--- config.mk ---
export PLATFORM = sky130hd
export DESIGN_NAME = extent_read_splitter_unit
export DESIGN_NICKNAME = d
export VERILOG_FILES = /design/src/rtl/ers_pkg.sv /design/src/rtl/ers_ctrl.sv /design/src/rtl/ers_dpath.sv /design/src/rtl/extent_read_splitter_unit.sv
export SDC_FILE = /design/constraint.sdc
export NUM_CORES = 2
export LEC_CHECK = 0
export ABC_CLOCK_PERIOD_IN_PS = 10700
export BUFFER_PORTS_ARGS = -buffer_cell sky130_fd_sc_hd__buf_2
export CAP_MARGIN = 40
export CORE_MARGIN = 5
export CORE_UTILIZATION = 57
export DETAILED_ROUTE_END_ITERATION = 6
export GPL_TIMING_DRIVEN = 1
export MAX_ROUTING_LAYER = met4
export PLACE_DENSITY_LB_ADDON = 0.05
export SLEW_MARGIN = 20
export SYNTH_ARGS = -nofsm -noshare
export SYNTH_HDL_FRONTEND = slang
export SYNTH_HIERARCHICAL = 1
export SYNTH_SLANG_ARGS = --single-unit
export TNS_END_PERCENT = 5
--- constraint.sdc ---
create_clock -name clock -period 10.7 [get_ports clock]
set_input_delay 2.14 -clock clock [delete_from_list [all_inputs] [get_ports clock]]
set_output_delay 2.14 -clock clock [all_outputs]
set_load 0.05 [all_outputs]
--- src/rtl/ers_pkg.sv ---
// Shared types and constants for the extent read splitter.
package ers_pkg;

   // Field widths fixed by the item format
   localparam int OP_W         = 2;
   localparam int EXT_IDX_W    = 4;
   localparam int START_W      = 32;
   localparam int BLOCKS_W     = 24;
   localparam int OFFSET_W     = 48;
   localparam int ADDR_W       = 48;
   localparam int SEG_LEN_W    = 25;
   localparam int DEST_W       = 48;
   localparam int COUNT_W      = 5;
   localparam int REQ_TDATA_W  = 112;
   localparam int RSP_TDATA_W  = 128;
   localparam int CSR_IDX_W    = 1;
   localparam int CSR_DATA_W   = 25;
   localparam int WIDE_IDX_W   = 8;

   // Segments emitted per translate before it is cut off
   localparam int SEG_CNT_W    = 5;
   localparam logic [SEG_CNT_W-1:0] MAX_SEGS = 5'd16;

   localparam logic [CSR_DATA_W-1:0] READ_SIZE_RESET = 25'd4096;

   localparam logic [CSR_IDX_W-1:0] CSR_READ_SIZE    = 1'b0;
   localparam logic [CSR_IDX_W-1:0] CSR_EXTENT_COUNT = 1'b1;

   typedef enum logic [OP_W-1:0] {
      OP_LOAD      = 2'd0,
      OP_TRANSLATE = 2'd1,
      OP_CLEAR     = 2'd2
   } op_type;

   // Controller to datapath
   typedef struct packed {
      logic start;      // latch offset and read size, restart the walk
      logic load;       // write one table entry
      logic clear;      // zero the running destination offset
      logic mul;        // scale the table entry to bytes
      logic walk_step;  // skip a whole extent while searching
      logic seg_take;   // cut a segment into the pending slot
      logic dec;        // account for the pending segment
      logic advance;    // move to the next extent
      logic push_pend;  // transfer pending segment to the output register
      logic push_last;
      logic push_oor_bit;
      logic push_oor;   // transfer the offset-past-table result
   } ers_cmd_type;

   // Datapath to controller
   typedef struct packed {
      logic read_size_zero;
      logic limit_zero;
      logic dist_lt_le;
      logic found;
      logic pend_vld;
      logic want_eq_seg;
      logic at_end;
      logic seg_full;
      logic out_free;
   } ers_sts_type;

endpackage

--- src/rtl/ers_ctrl.sv ---
// Sequencer for table loads, the extent walk and segment emission.
module ers_ctrl (
   input  logic                              clock,
   input  logic                              reset,
   input  logic                              req_tvalid,
   output logic                              req_tready,
   input  logic [ers_pkg::OP_W-1:0]          req_op,
   input  ers_pkg::ers_sts_type              sts,
   output ers_pkg::ers_cmd_type              cmd
);
   import ers_pkg::*;

   typedef enum logic [7:0] {
      ST_IDLE  = 8'b0000_0001,
      ST_RD    = 8'b0000_0010,
      ST_MUL   = 8'b0000_0100,
      ST_CMP   = 8'b0000_1000,
      ST_DEC   = 8'b0001_0000,
      ST_FLUSH = 8'b0010_0000,
      ST_FIN   = 8'b0100_0000,
      ST_OOR   = 8'b1000_0000
   } state_type;

   state_type state_ff, state_in;
   logic      fin_oor_ff, fin_oor_in;

   assign req_tready = (state_ff == ST_IDLE);

   always_comb begin
      state_in   = state_ff;
      fin_oor_in = fin_oor_ff;
      cmd        = '0;
      case (state_ff)
         ST_IDLE: begin
            if (req_tvalid) begin
               case (req_op)
                  OP_LOAD:  cmd.load  = 1'b1;
                  OP_CLEAR: cmd.clear = 1'b1;
                  OP_TRANSLATE: begin
                     if (!sts.read_size_zero) begin
                        cmd.start = 1'b1;
                        state_in  = sts.limit_zero ? ST_OOR : ST_RD;
                     end
                  end
                  default: ;
               endcase
            end
         end
         ST_RD:  state_in = ST_MUL;
         ST_MUL: begin
            cmd.mul  = 1'b1;
            state_in = ST_CMP;
         end
         ST_CMP: begin
            if (!sts.found && !sts.dist_lt_le) begin
               cmd.walk_step = 1'b1;
               state_in      = sts.at_end ? ST_OOR : ST_RD;
            end else if (sts.dist_lt_le) begin
               // hold the new segment until the previous one is out
               if (sts.pend_vld) begin
                  state_in = ST_FLUSH;
               end else begin
                  cmd.seg_take = 1'b1;
                  state_in     = ST_DEC;
               end
            end else if (sts.at_end) begin
               // empty extent at the end: previous segment closes the read
               fin_oor_in = 1'b1;
               state_in   = ST_FIN;
            end else begin
               cmd.advance = 1'b1;
               state_in    = ST_RD;
            end
         end
         ST_DEC: begin
            cmd.dec = 1'b1;
            if (sts.want_eq_seg) begin
               fin_oor_in = 1'b0;
               state_in   = ST_FIN;
            end else if (sts.at_end || sts.seg_full) begin
               fin_oor_in = 1'b1;
               state_in   = ST_FIN;
            end else begin
               cmd.advance = 1'b1;
               state_in    = ST_RD;
            end
         end
         ST_FLUSH: begin
            if (sts.out_free) begin
               cmd.push_pend = 1'b1;
               state_in      = ST_CMP;
            end
         end
         ST_FIN: begin
            if (sts.out_free) begin
               cmd.push_pend    = 1'b1;
               cmd.push_last    = 1'b1;
               cmd.push_oor_bit = fin_oor_ff;
               state_in         = ST_IDLE;
            end
         end
         ST_OOR: begin
            if (sts.out_free) begin
               cmd.push_oor = 1'b1;
               state_in     = ST_IDLE;
            end
         end
         default: state_in = ST_IDLE;
      endcase
   end

   always_ff @(posedge clock) begin
      if (reset) begin
         state_ff   <= ST_IDLE;
         fin_oor_ff <= 1'b0;
      end else begin
         state_ff   <= state_in;
         fin_oor_ff <= fin_oor_in;
      end
   end

endmodule

--- src/rtl/ers_dpath.sv ---
// Extent table, walk arithmetic, pending segment and output register.
module ers_dpath #(
   parameter int MAX_EXTENTS = 16,
   parameter int BLOCK_BYTES = 4096
) (
   input  logic                                clock,
   input  logic                                reset,
   input  ers_pkg::ers_cmd_type                cmd,
   output ers_pkg::ers_sts_type                sts,
   input  logic [ers_pkg::EXT_IDX_W-1:0]       req_extent_index,
   input  logic [ers_pkg::START_W-1:0]         req_start_block,
   input  logic [ers_pkg::BLOCKS_W-1:0]        req_blocks,
   input  logic [ers_pkg::OFFSET_W-1:0]        req_file_offset,
   input  logic                                csr_wen,
   input  logic [ers_pkg::CSR_IDX_W-1:0]       csr_index,
   input  logic [ers_pkg::CSR_DATA_W-1:0]      csr_wdata,
   input  logic                                rsp_tready,
   output logic                                rsp_tvalid,
   output logic [ers_pkg::ADDR_W-1:0]          rsp_device_address,
   output logic [ers_pkg::SEG_LEN_W-1:0]       rsp_segment_length,
   output logic [ers_pkg::DEST_W-1:0]          rsp_dest_offset,
   output logic                                rsp_last,
   output logic                                rsp_out_of_range
);
   import ers_pkg::*;

   localparam int AW        = (MAX_EXTENTS > 1) ? $clog2(MAX_EXTENTS) : 1;
   localparam int MEM_DEPTH = 1 << AW;
   localparam int CW        = $clog2(MAX_EXTENTS + 1);
   localparam int LE_W      = BLOCKS_W + $clog2(BLOCK_BYTES + 1);

   // Extent table, contents undefined until loaded
   logic [START_W-1:0]  start_mem [MEM_DEPTH];
   logic [BLOCKS_W-1:0] len_mem   [MEM_DEPTH];
   logic [START_W-1:0]  start_q;
   logic [BLOCKS_W-1:0] len_q;

   logic [WIDE_IDX_W-1:0] wide_idx;
   logic                  load_ok;
   logic [AW-1:0]         waddr;
   logic [AW-1:0]         raddr;

   logic [CSR_DATA_W-1:0] read_size_ff, read_size_in;
   logic [COUNT_W-1:0]    count_ff, count_in;
   logic [WIDE_IDX_W-1:0] count_wide, limit_wide;
   logic [CW-1:0]         limit;

   logic [OFFSET_W-1:0]   dist_ff, dist_in;
   logic [SEG_LEN_W-1:0]  want_ff, want_in;
   logic [CW-1:0]         idx_ff, idx_in;
   logic [SEG_CNT_W-1:0]  cnt_ff, cnt_in;
   logic                  found_ff, found_in;
   logic [DEST_W-1:0]     rdo_ff, rdo_in;
   logic [LE_W-1:0]       le_ff, le_in;
   logic [ADDR_W-1:0]     base_ff, base_in;

   logic [ADDR_W-1:0]     pend_addr_ff, pend_addr_in;
   logic [SEG_LEN_W-1:0]  pend_len_ff, pend_len_in;
   logic [DEST_W-1:0]     pend_dest_ff, pend_dest_in;
   logic                  pend_vld_ff, pend_vld_in;

   logic                  rsp_vld_ff, rsp_vld_in;
   logic [ADDR_W-1:0]     rsp_addr_ff, rsp_addr_in;
   logic [SEG_LEN_W-1:0]  rsp_len_ff, rsp_len_in;
   logic [DEST_W-1:0]     rsp_dest_ff, rsp_dest_in;
   logic                  rsp_last_ff, rsp_last_in;
   logic                  rsp_oor_ff, rsp_oor_in;

   logic [OFFSET_W-1:0]   le_ext;
   logic [OFFSET_W-1:0]   left;
   logic [SEG_LEN_W-1:0]  seg;
   logic                  out_free;

   assign wide_idx = WIDE_IDX_W'(req_extent_index);
   assign load_ok  = wide_idx < WIDE_IDX_W'(MAX_EXTENTS);
   assign waddr    = wide_idx[AW-1:0];
   assign raddr    = AW'(idx_ff);

   always_ff @(posedge clock) begin
      if (cmd.load && load_ok) begin
         start_mem[waddr] <= req_start_block;
         len_mem[waddr]   <= req_blocks;
      end
      start_q <= start_mem[raddr];
      len_q   <= len_mem[raddr];
   end

   // Counts above the table depth saturate
   assign count_wide = WIDE_IDX_W'(count_ff);
   assign limit_wide = (count_wide > WIDE_IDX_W'(MAX_EXTENTS)) ?
                       WIDE_IDX_W'(MAX_EXTENTS) : count_wide;
   assign limit      = limit_wide[CW-1:0];

   assign le_ext   = OFFSET_W'(le_ff);
   assign left     = le_ext - dist_ff;
   assign seg      = (left < OFFSET_W'(want_ff)) ? left[SEG_LEN_W-1:0] : want_ff;
   assign out_free = !rsp_vld_ff || rsp_tready;

   always_comb begin
      read_size_in = read_size_ff;
      count_in     = count_ff;
      dist_in      = dist_ff;
      want_in      = want_ff;
      idx_in       = idx_ff;
      cnt_in       = cnt_ff;
      found_in     = found_ff;
      rdo_in       = rdo_ff;
      le_in        = le_ff;
      base_in      = base_ff;
      pend_addr_in = pend_addr_ff;
      pend_len_in  = pend_len_ff;
      pend_dest_in = pend_dest_ff;
      pend_vld_in  = pend_vld_ff;
      rsp_vld_in   = rsp_vld_ff;
      rsp_addr_in  = rsp_addr_ff;
      rsp_len_in   = rsp_len_ff;
      rsp_dest_in  = rsp_dest_ff;
      rsp_last_in  = rsp_last_ff;
      rsp_oor_in   = rsp_oor_ff;

      if (csr_wen) begin
         case (csr_index)
            CSR_READ_SIZE:    read_size_in = csr_wdata;
            CSR_EXTENT_COUNT: count_in     = csr_wdata[COUNT_W-1:0];
            default: ;
         endcase
      end

      if (cmd.start) begin
         dist_in     = req_file_offset;
         want_in     = read_size_ff;
         idx_in      = '0;
         cnt_in      = '0;
         found_in    = 1'b0;
         pend_vld_in = 1'b0;
      end
      if (cmd.clear) begin
         rdo_in = '0;
      end
      if (cmd.mul) begin
         le_in   = LE_W'(64'(len_q) * 64'(BLOCK_BYTES));
         base_in = ADDR_W'(64'(start_q) * 64'(BLOCK_BYTES));
      end
      if (cmd.walk_step) begin
         dist_in = dist_ff - le_ext;
         idx_in  = idx_ff + CW'(1);
      end
      if (cmd.seg_take) begin
         pend_len_in  = seg;
         pend_addr_in = base_ff + dist_ff;
         pend_dest_in = rdo_ff;
         pend_vld_in  = 1'b1;
         dist_in      = '0;
         found_in     = 1'b1;
         cnt_in       = cnt_ff + SEG_CNT_W'(1);
      end
      if (cmd.dec) begin
         rdo_in  = rdo_ff + DEST_W'(pend_len_ff);
         want_in = want_ff - pend_len_ff;
      end
      if (cmd.advance) begin
         idx_in = idx_ff + CW'(1);
      end

      if (cmd.push_pend) begin
         rsp_vld_in  = 1'b1;
         rsp_addr_in = pend_addr_ff;
         rsp_len_in  = pend_len_ff;
         rsp_dest_in = pend_dest_ff;
         rsp_last_in = cmd.push_last;
         rsp_oor_in  = cmd.push_oor_bit;
         pend_vld_in = 1'b0;
      end else if (cmd.push_oor) begin
         rsp_vld_in  = 1'b1;
         rsp_addr_in = '0;
         rsp_len_in  = '0;
         rsp_dest_in = rdo_ff;
         rsp_last_in = 1'b1;
         rsp_oor_in  = 1'b1;
      end else if (rsp_tready) begin
         rsp_vld_in = 1'b0;
      end
   end

   always_ff @(posedge clock) begin
      if (reset) begin
         read_size_ff <= READ_SIZE_RESET;
         count_ff     <= '0;
         rdo_ff       <= '0;
         pend_vld_ff  <= 1'b0;
         rsp_vld_ff   <= 1'b0;
         found_ff     <= 1'b0;
         idx_ff       <= '0;
         cnt_ff       <= '0;
      end else begin
         read_size_ff <= read_size_in;
         count_ff     <= count_in;
         rdo_ff       <= rdo_in;
         pend_vld_ff  <= pend_vld_in;
         rsp_vld_ff   <= rsp_vld_in;
         found_ff     <= found_in;
         idx_ff       <= idx_in;
         cnt_ff       <= cnt_in;
      end
      dist_ff      <= dist_in;
      want_ff      <= want_in;
      le_ff        <= le_in;
      base_ff      <= base_in;
      pend_addr_ff <= pend_addr_in;
      pend_len_ff  <= pend_len_in;
      pend_dest_ff <= pend_dest_in;
      rsp_addr_ff  <= rsp_addr_in;
      rsp_len_ff   <= rsp_len_in;
      rsp_dest_ff  <= rsp_dest_in;
      rsp_last_ff  <= rsp_last_in;
      rsp_oor_ff   <= rsp_oor_in;
   end

   assign sts.read_size_zero = (read_size_ff == '0);
   assign sts.limit_zero     = (limit == '0);
   assign sts.dist_lt_le     = dist_ff < le_ext;
   assign sts.found          = found_ff;
   assign sts.pend_vld       = pend_vld_ff;
   assign sts.want_eq_seg    = (want_ff == pend_len_ff);
   assign sts.at_end         = (idx_ff + CW'(1)) >= limit;
   assign sts.seg_full       = cnt_ff >= MAX_SEGS;
   assign sts.out_free       = out_free;

   assign rsp_tvalid         = rsp_vld_ff;
   assign rsp_device_address = rsp_addr_ff;
   assign rsp_segment_length = rsp_len_ff;
   assign rsp_dest_offset    = rsp_dest_ff;
   assign rsp_last           = rsp_last_ff;
   assign rsp_out_of_range   = rsp_oor_ff;

endmodule

--- src/rtl/extent_read_splitter_unit.sv ---
// Top level of the extent read splitter: file offset to device read segments.
// Load and clear items are carried out at their transfer. A translate walks
// the extent table in order; for each entry visited, one registered table
// read and one multiply stage scale the block count to bytes, then a compare
// follows. Each segment is then accounted in its own step. Before every
// segment after the first, the previous segment moves into the output
// register and the compare is repeated. The final segment then moves to the
// output register. An offset past the table yields a single out-of-range
// result. A move into the output register waits while that register still
// holds a segment not yet taken by rsp_tready. One translate is in work at a
// time. The next request is taken as soon as the last segment sits in the
// output register, even while that segment still waits for rsp_tready.
module extent_read_splitter_unit #(
   parameter int MAX_EXTENTS = 16,
   parameter int BLOCK_BYTES = 4096
) (
   input  logic                                clock,
   input  logic                                reset,
   input  logic                                req_tvalid,
   output logic                                req_tready,
   // extent_index[3:0], extent_start_block[35:4], extent_blocks[59:36],
   // file_offset[107:60], zero fill[111:108]
   input  logic [ers_pkg::REQ_TDATA_W-1:0]     req_tdata,
   // operation[1:0]
   input  logic [ers_pkg::OP_W-1:0]            req_tuser,
   output logic                                rsp_tvalid,
   input  logic                                rsp_tready,
   // device_address[47:0], segment_length[72:48], dest_offset[120:73],
   // zero fill[127:121]
   output logic [ers_pkg::RSP_TDATA_W-1:0]     rsp_tdata,
   output logic                                rsp_tlast,
   // out_of_range[0]
   output logic                                rsp_tuser,
   input  logic                                csr_wen,
   input  logic [ers_pkg::CSR_IDX_W-1:0]       csr_index,
   input  logic [ers_pkg::CSR_DATA_W-1:0]      csr_wdata
);
   import ers_pkg::*;

   ers_cmd_type cmd;
   ers_sts_type sts;

   logic [ADDR_W-1:0]    rsp_device_address;
   logic [SEG_LEN_W-1:0] rsp_segment_length;
   logic [DEST_W-1:0]    rsp_dest_offset;

   ers_ctrl u_ctrl (
      .clock      (clock),
      .reset      (reset),
      .req_tvalid (req_tvalid),
      .req_tready (req_tready),
      .req_op     (req_tuser),
      .sts        (sts),
      .cmd        (cmd)
   );

   ers_dpath #(
      .MAX_EXTENTS (MAX_EXTENTS),
      .BLOCK_BYTES (BLOCK_BYTES)
   ) u_dpath (
      .clock              (clock),
      .reset              (reset),
      .cmd                (cmd),
      .sts                (sts),
      .req_extent_index   (req_tdata[3:0]),
      .req_start_block    (req_tdata[35:4]),
      .req_blocks         (req_tdata[59:36]),
      .req_file_offset    (req_tdata[107:60]),
      .csr_wen            (csr_wen),
      .csr_index          (csr_index),
      .csr_wdata          (csr_wdata),
      .rsp_tready         (rsp_tready),
      .rsp_tvalid         (rsp_tvalid),
      .rsp_device_address (rsp_device_address),
      .rsp_segment_length (rsp_segment_length),
      .rsp_dest_offset    (rsp_dest_offset),
      .rsp_last           (rsp_tlast),
      .rsp_out_of_range   (rsp_tuser)
   );

   assign rsp_tdata = {7'b0, rsp_dest_offset, rsp_segment_length, rsp_device_address};

endmodule

==> results_dict.tcl <==
set metrics [dict create \
    slew_headroom_pct 35.0 \
    startpoint "u_dpath/dist_ff[12]" \
    path_delay_family "compound AO/OA/AOI/OAI gates" \
    nets 4481 \
    tns_ps 0 \
    timing.rr.start "u_dpath/dist_ff[12]" \
    ioPinCount 277 \
    yosysTopAreaCellShare_pct 60.2 \
    maxCapViolations 0 \
    synth_common_cells "edfxtp_1 (1221), mux4_2 (280), a21oi_1 (206)" \
    setup_viol_count_final 0 \
    clock_path_buffers 3 \
    synth_edf_count 1221 \
    worst_slew_pin_slew_ps 976 \
    ys_seq_area_share_pct 66.9 \
    synth.avg_cell_area_sq_um 15.8 \
    num_rows 119 \
    hold_violations 0 \
    fin_crit_sh_pct 54.4 \
    clockRootBuffer "clkbuf_16" \
    totalWireLength_um 143000 \
    outcome "finished, final reports clean" \
    clock_sinks 1425 \
    wl_per_cell_um 25.0 \
    synth.most_common_cell "edfxtp_1" \
    start_kind "register" \
    hold_buffers 0 \
    period_needed_ps 5820 \
    cts_resized 0 \
    fill_cells 7476 \
    synth_cells 3855 \
    firstDrtPassIters 6 \
    dieArea_sq_um 113000 \
    synth_flop_cell "edfxtp_1" \
    yosysWarnings 6 \
    slowest_delay_ps 610 \
    synth-seq-cells 1425 \
    path_class "reg2reg" \
    hp-class "reg2reg" \
    start_util_pct 57.6 \
    hpwlAfterDp_um 91400 \
    cts_buffers 148 \
    cts_tree "yes" \
    cp.required_ps 11380 \
    path_cells "inv_1 -> ha_1 -> fa_1 -> nor2b_1 -> o21ai_0 -> a21boi_0 -> o21ai_0 -> a21oi_1 -> a31o_2 -> a21boi_0 -> o21ai_0 -> a311oi_1 -> buf_4 -> nor3_2 -> buf_4 -> nand2b_1 -> a2111oi_0 -> mux2_2 -> a21oi_1" \
    p_sw_share_pct 28.1 \
    drive_gt1_share_pct 22.8 \
    insertion_delay_ps 770 \
    routed_via_density 6.04 \
    core_area_sq_um 106000 \
    power_leakage_nw 23.6 \
    htreeDepth 4 \
    port_buffers 265 \
    rsz0062_at_grt "no" \
    ys_types 89 \
    drc 0 \
    grt_pass1_vias 33500 \
    final_util_pct 65.3 \
    cp_common_cell "o21ai_0" \
    combPwrFrac_pct 18.0 \
    clk_pin_slew_ps 60 \
    finalPower_mw 14.0 \
    internal_power_mw 10.1 \
    pwr-share-seq_pct 46.2 \
    grt_pass1_wl_um 213000 \
    hold_start "u_dpath/start_q[18]" \
    slew_viol_final 0 \
    async_flop_share_pct 0 \
    syn2layout_area_growth_pct 13.5 \
    power.switching_mw 3.93 \
    cp_max_fo 60 \
    ir_worst_vdd_v 0.000151 \
    crit_arrival_ps 6500 \
    clock_skew_ps 19.8 \
    synth_area_sq_um 60900 \
    synth_top_cells_by_area "edfxtp_1 (60%), mux4_2 (10%), dfxtp_1 (6.7%), ha_1 (3.3%), a21oi_1 (1.7%)" \
    grt_antenna_before_repair 32 \
    grt_remaining_overflow 0 \
    synth_largest_area_cell "edfxtp_1" \
    clock_power_share_pct 35.7 \
    endpoint_kind "register" \
    postCtsSetupBuffers 0 \
    multi_input_area_sq_um 19000 \
    die_h_um 337 \
    crit_buf_inv 3 \
    whs_ps 400 \
    antenna_left 0 \
    die_x_um 337 \
    grt_start_max_net_pins 136 \
    vias 34500 \
    regArea_sq_um 40800 \
    gp_congestion 0.915 \
    reg2reg_slack_ps 4880 \
    p_per_area_nw_per_um2 203 \
    drtIter0Drc 3037 \
    grt_usage_pct 26.0 \
    crit_path_top_delay_cell "buf_4" \
    max_freq_ghz 0.172 \
]
cell families (layout without fill, tap and decap cells):
kind of cell / after synthesis / count (layout) / synth area share, %
fa+ha+maj: 166 / 166 / 3.46
mux: 380 / 380 / 12.2
xor+xnor: 125 / 125 / 1.80
compound gates: 631 / 631 / 6.81
buf+inv: 336 / 770 / 2.18
other cells: 1 / 29 / 0.00616
flops: 1425 / 1425 / 66.9
simple gates: 791 / 791 / 6.61
layout by cell type, fill, tap and decap left out, types with 25 or more instances in the layout:
cell       count
a211oi_1      62
a21o_1        61
a21oi_1      206
a31oi_1       25
and2_1        84
and3_1        27
buf_2        265
buf_4         57
clkbuf_1      35
clkbuf_16    152
clkinv_2      25
dfxtp_1      200
edfxtp_1    1221
ha_1         162
inv_1        153
mux2_2        71
mux4_2       280
nand2_1      192
nand3_1       63
nor2_1       171
nor3_1        43
nor3b_1       34
o21a_1        26
o21ai_0       97
xnor2_1       80
xor2_1        45
sequential cells by signal (all words and copies together), names as in the netlist, 48 cells and up:
register	cells
u_dpath/start_mem	512
u_dpath/len_mem	384
u_dpath/dist_ff	48
u_dpath/pend_addr_ff	48
u_dpath/pend_dest_ff	48
u_dpath/rdo_ff	48
u_dpath/rsp_dest_offset	48
u_dpath/rsp_device_address	48
path summary, 6_finish.rpt:
path | end | depth (start not counted)
hold / removal | u_dpath/base_ff[30] | 0
setup / recovery | u_dpath/dist_ff[43] | 19
setup reg to reg | u_dpath/dist_ff[43] | 19
hold reg to reg | u_dpath/base_ff[30] | 0
power groups by stage:
stage               clock network, mW  registers [mW]  logic [mW]
global route                     5.36            6.50        2.77
finish                           5.01            6.48        2.52
CTS                              5.11            6.48        2.50
floorplan                           0            6.64        1.72
detailed placement                  0            6.60        2.49
global placement                    0            6.60        2.47
layer usage:
| layer | global-route usage (%) | up-vias | routed length [um] |
|---|---|---|---|
| met1 | 34.4 | 17600 | 58900 |
| li1 | - | 15700 | - |
| met4 | 6.83 | 0 | 3280 |
| met2 | 42.8 | 995 | 71600 |
| met5 | - | - | 0 |
| met3 | 4.08 | 196 | 8680 |
layout make-up:
| cell class | count | share of cell area [%] |
|---|---|---|
| clock buffers | 206 | 6.08 |
| repair buffers | 340 | 3.08 |
| well taps | 1391 | 2.52 |
| flip-flops and latches | 1425 | 59.0 |
| inverters | 155 | 0.846 |
| diodes | 22 | 0.0797 |
| multi-input cells | 2100 | 27.5 |
| clock inverters | 69 | 0.913 |
through the flow:
stage,cell area (sq um),std cells,worst slack [ps]
floorplan,60900,3861,1460
global placement,63800,5393,4820
detailed placement,64100,5406,4910
CTS,68900,5681,4890
global route,69100,5703,4450
finish,69100,5708,4880
(Power assumes the default switching activity.)
